$ cat config.mk
export PLATFORM = sky130hd
export DESIGN_NAME = mpfd_ctrl
export DESIGN_NICKNAME = d
export VERILOG_FILES = /design/src/rtl/mpfd_pkg.sv /design/src/rtl/mpfd_ctrl.sv
export SDC_FILE = /design/constraint.sdc
export NUM_CORES = 1
export LEC_CHECK = 0
export BUFFER_PORTS_ARGS = -buffer_cell sky130_fd_sc_hd__buf_2
export CORE_AREA = 2 2 39 41
export DETAILED_ROUTE_END_ITERATION = 10
export DIE_AREA = 0 0 41 43
export PLACE_DENSITY = 0.58
export SYNTH_ARGS = -nofsm -noshare
export SYNTH_HDL_FRONTEND = slang
export SYNTH_SLANG_ARGS = --single-unit
$ cat constraint.sdc
create_clock -name clk -period 1.3 [get_ports clk]
set_input_delay 0.195 -clock clk [delete_from_list [all_inputs] [get_ports clk]]
set_output_delay 0.195 -clock clk [all_outputs]
set_load 0.01 [all_outputs]
$ cat src/rtl/mpfd_pkg.sv
// Package for the page-organized monochrome framebuffer draw core.
// Holds operation codes, controller states, command and status structs.
// No dependencies.
package mpfd_pkg;

    localparam int DEF_PANEL_WIDTH  = 128;
    localparam int DEF_PANEL_HEIGHT = 64;
    localparam int PAGE_ROWS        = 8;
    localparam int GLYPH_COLS       = 5;
    localparam int GLYPH_ROWS       = 7;

    localparam logic [7:0] CODE_FIRST = 8'd32;
    localparam logic [7:0] CODE_LAST  = 8'd126;

    localparam logic [1:0] MODE_CLEAR = 2'd0;
    localparam logic [1:0] MODE_PIXEL = 2'd1;
    localparam logic [1:0] MODE_GLYPH = 2'd2;
    localparam logic [1:0] MODE_READ  = 2'd3;

    typedef enum logic [2:0] {
        ST_INIT,
        ST_IDLE,
        ST_CLEAR,
        ST_SCAN,
        ST_WRITE,
        ST_READ,
        ST_FINISH
    } state_t;

    typedef struct packed {
        logic load;
        logic sweep_step;
        logic rmw_read;
        logic rmw_write;
        logic step;
        logic read_item;
        logic finish;
    } cmd_t;

    typedef struct packed {
        logic [1:0] in_mode;
        logic       sweep_last;
        logic       slot_active;
        logic       slot_last;
        logic       out_free;
    } status_t;

endpackage

$ cat src/rtl/mpfd_ctrl.sv
// Controller state machine of the framebuffer draw core.
// Depends on mpfd_pkg for the state enum and the command and status structs.
module mpfd_ctrl
    import mpfd_pkg::*;
(
    input  logic    clk,
    input  logic    rst_n,
    input  logic    in_valid,
    output logic    in_stall,
    input  status_t status,
    output cmd_t    cmd
);

    state_t state_reg;
    state_t state_next;

    always_ff @(posedge clk or negedge rst_n)
    begin
        if (!rst_n)
        begin
            state_reg <= ST_INIT;
        end
        else
        begin
            state_reg <= state_next;
        end
    end

    always_comb
    begin
        state_next = state_reg;
        unique case (state_reg)
            ST_INIT:
            begin
                if (status.sweep_last)
                begin
                    state_next = ST_IDLE;
                end
            end
            ST_IDLE:
            begin
                if (in_valid)
                begin
                    unique case (status.in_mode)
                        MODE_CLEAR: state_next = ST_CLEAR;
                        MODE_PIXEL: state_next = ST_SCAN;
                        MODE_GLYPH: state_next = ST_SCAN;
                        MODE_READ:  state_next = ST_READ;
                        default:    state_next = ST_IDLE;
                    endcase
                end
            end
            ST_CLEAR:
            begin
                if (status.sweep_last)
                begin
                    state_next = ST_FINISH;
                end
            end
            ST_SCAN:
            begin
                priority if (status.slot_active)
                begin
                    state_next = ST_WRITE;
                end
                else if (status.slot_last)
                begin
                    state_next = ST_FINISH;
                end
            end
            ST_WRITE:
            begin
                state_next = status.slot_last ? ST_FINISH : ST_SCAN;
            end
            ST_READ:
            begin
                state_next = ST_FINISH;
            end
            ST_FINISH:
            begin
                if (status.out_free)
                begin
                    state_next = ST_IDLE;
                end
            end
            default:
            begin
                state_next = ST_INIT;
            end
        endcase
    end

    always_comb
    begin
        cmd      = '0;
        in_stall = 1'b1;
        unique case (state_reg)
            ST_INIT:
            begin
                cmd.sweep_step = 1'b1;
            end
            ST_IDLE:
            begin
                in_stall = 1'b0;
                cmd.load = in_valid;
            end
            ST_CLEAR:
            begin
                cmd.sweep_step = 1'b1;
            end
            ST_SCAN:
            begin
                cmd.rmw_read = status.slot_active;
                cmd.step     = !status.slot_active && !status.slot_last;
            end
            ST_WRITE:
            begin
                cmd.rmw_write = 1'b1;
                cmd.step      = !status.slot_last;
            end
            ST_READ:
            begin
                cmd.read_item = 1'b1;
            end
            ST_FINISH:
            begin
                cmd.finish = status.out_free;
            end
            default:
            begin
                cmd = '0;
            end
        endcase
    end

endmodule

==> results.cfg <==
[power_and_ir_drop]
power.density_nw_per_um2 = 2500
seq_power_share = 0.143
power.leakage_uw = 0.0002954
p_int_uw = 910.1
irDropWorstVdd_uv = 648.0
p_sw_uw = 616.7
comb_power_share = 0.753
switching_share = 0.4039
clkPwrFrac = 0.104

[synth]
synth_top_area_frac = 0.2190
yosys_warnings = 0
ys_top_cells_by_area = dfrtp_1 (22%), mux2_4 (8.8%), o2bb2ai_2 (8.8%)
syn_inst = 41
yosysUniqueCellTypes = 23
yosysSeqAreaShare = 0.2190
synth_nets = 50
synth_area_um2 = 342.8
synthTopCellsByCount = nor2_1 (7), nand2_1 (4), and3_2 (3), dfrtp_1 (3)
synth-seq-cells = 3
synth-main-ff-cell = dfrtp_1
avgSynthCellArea_um2 = 8.362
synth_most_common_cell = nor2_1
synth.largest_area_cell = dfrtp_1
synth_edf_count = 0
synthArstFlopShare = 1.000

[place]
io_buffers = 16
dp_hpwl_um = 660.6
gp_congestion = 0.7745
dp_cells = 77

[grt]
grt_util_all_layers = 0.1064
grt_pass1_wl_mm = 1.290
grt_pass1_vias = 322
grt_max_degree = 10
antenna_found_initial = 0
grt_overflow = 0

[clocking]
path_clk_slew_ns = 0.03
h-tree-depth = 1
cts-root-buf = clkbuf_4
cts_buffers = 3
clockBufferDepth = 2
cts_tree = built
clock_latency_ns = 0.23
cts_sinks = 3

[drt]
firstDrtPassIters = 4
drc = 0
ant_nets = 0
wire_per_inst_um = 11.08
totalWireLength_um = 942
via_per_inst = 4.612
num_vias = 392
drtIter0Drc = 8

[finish]
syn2layout_area_growth_pct = 78.10
final_cells = 85
largest_reg_flops = 3
nNetsFinal = 79
diodes = 0
utilization = 0.4412
drive_gt1_frac = 0.6377

[timing]
timing.fmax_ghz = 0.7101
grt_setup_unrepaired = true
hold_ws_ns = 0.2548
setup_ws_ns = -0.1083
fin_crit_sh = 1.083
finalClockSkew_ns = 0.001826
fin_crit_ns = 1.408
finalHoldViolCount = 0
setup_viol = 7
worst_pin_slew_ns = 0.2957
slew_headroom = 0.8023
slew_violations = 0

[run]
drv_cap = 0

[setup_path]
crit_slowest_cell = dfrtp_2
crit_required_ns = 1.41
path_class = flip-flop to flip-flop
crit_fanout = 4
startpoint_type = flip-flop
crit_chain = nor2b_4 > buf_4 > o2bb2ai_4 > o2bb2ai_4 > mux2_4
critical_path_arrival_ns = 1.52
endpoint_kind = flip-flop
cpPeakStageDelay_ns = 0.45
cpMostUsedCell = o2bb2ai_4

[floorplanning]
die_width_um = 41
std_cell_rows = 14
core_um2 = 1384
num_io_pins = 17
start_util = 0.2477
dieArea_um2 = 1763
die_h_um = 43

[outcome]
violations = setup timing
status = finished with violations

[worst_hold_path]
worstHoldPathType = primary input to flip-flop
final cells by class:
cell class / count / area (um2)
fill: 143 / 773.2
multi-input combinational: 32 / 276.5
timing repair buffer: 27 / 195.2
sequential: 3 / 76.32
clock buffer: 4 / 26.28
tap: 16 / 20.02
inverter: 3 / 16.27
kinds of logic (layout without fill, tap and decap cells):
kind of cell | count (synthesis) | count (layout) | share of synthesized area
and+or+nand+nor | 18 | 18 | 0.2847
AOI/OAI and AO/OA | 12 | 12 | 0.2956
buffers and inverters | 6 | 34 | 0.1131
DFF | 3 | 3 | 0.2190
muxes | 2 | 2 | 0.08759
routing by layer:
layer | up-vias | part of all wire | GRT usage
met2 | 10 | 0.53 | 0.1656
li1 | 201 | - | -
met3 | 2 | 0.028 | 0.01571
met4 | 0 | 0.018 | 0.06000
met1 | 179 | 0.42 | 0.1318
met5 | - | 0 | 0
worst max-delay path: cells and delay by family, from the launching register on:
family                 cells  cell delay (ns)
DFF                        1             0.45
and+or+nand+nor            1             0.14
buffers and inverters      1             0.12
AOI/OAI and AO/OA          2             0.27
muxes                      1             0.31
cells in the final DEF (no fill, tap or decap), types with 2 or more instances in the layout:
cell type / n
o2bb2ai_4: 2
buf_2: 13
mux2_4: 2
and3_4: 2
nand2_1: 4
inv_1: 2
clkbuf_4: 3
buf_4: 7
buf_6: 6
nor2_2: 2
nor2_1: 5
dfrtp_1: 2
a31oi_1: 2
power by group through the flow:
stage	clock network [uW]	logic, uW	registers (uW)
final	158	1150	218
after global routing	182	1240	225
after CTS	165	1020	218
after detailed placement	0	876	209
after global placement	0	868	210
after floorplan	0	659	168
path summary, 6_finish.rpt:
kind / endpoint / startpoint / cells after the start / slack (ns)
worst max-delay path: state_reg[1] / state_reg[2] / 5 / -0.11
worst min-delay path: state_reg[2] / status[0] / 2 / 0.25
worst max register to register: state_reg[1] / state_reg[2] / 5 / -0.11
worst min register to register: state_reg[2] / state_reg[0] / 2 / 0.72
max in group asynchronous: state_reg[2] / rst_n / 2 / 0.89
min in group asynchronous: state_reg[1] / rst_n / 2 / 0.29
metrics by stage:
step           area (um2)  total power, uW  worst slack, ns   TNS, ns
2_1_floorplan       342.8            827.3         -0.02054  -0.04108
3_3_place_gp        467.9             1078         -0.06635   -0.1319
3_5_place_dp        467.9             1085         -0.08812   -0.1753
4_1_cts             560.5             1400          -0.1111   -0.6277
5_1_grt             610.6             1642          -0.1671   -0.9569
6_report            610.6             1527          -0.1083   -0.5818
what timing repair did:
item                                    CTS  global route
hold buffers                              1             0
endpoints found under the setup margin    9            11
pin swaps                                 2             1
hold endpoints to repair                  3             0
setup buffers                             2             1
gates resized for setup                  10             7
gates cloned                              0             0
(Power assumes the default switching activity.)
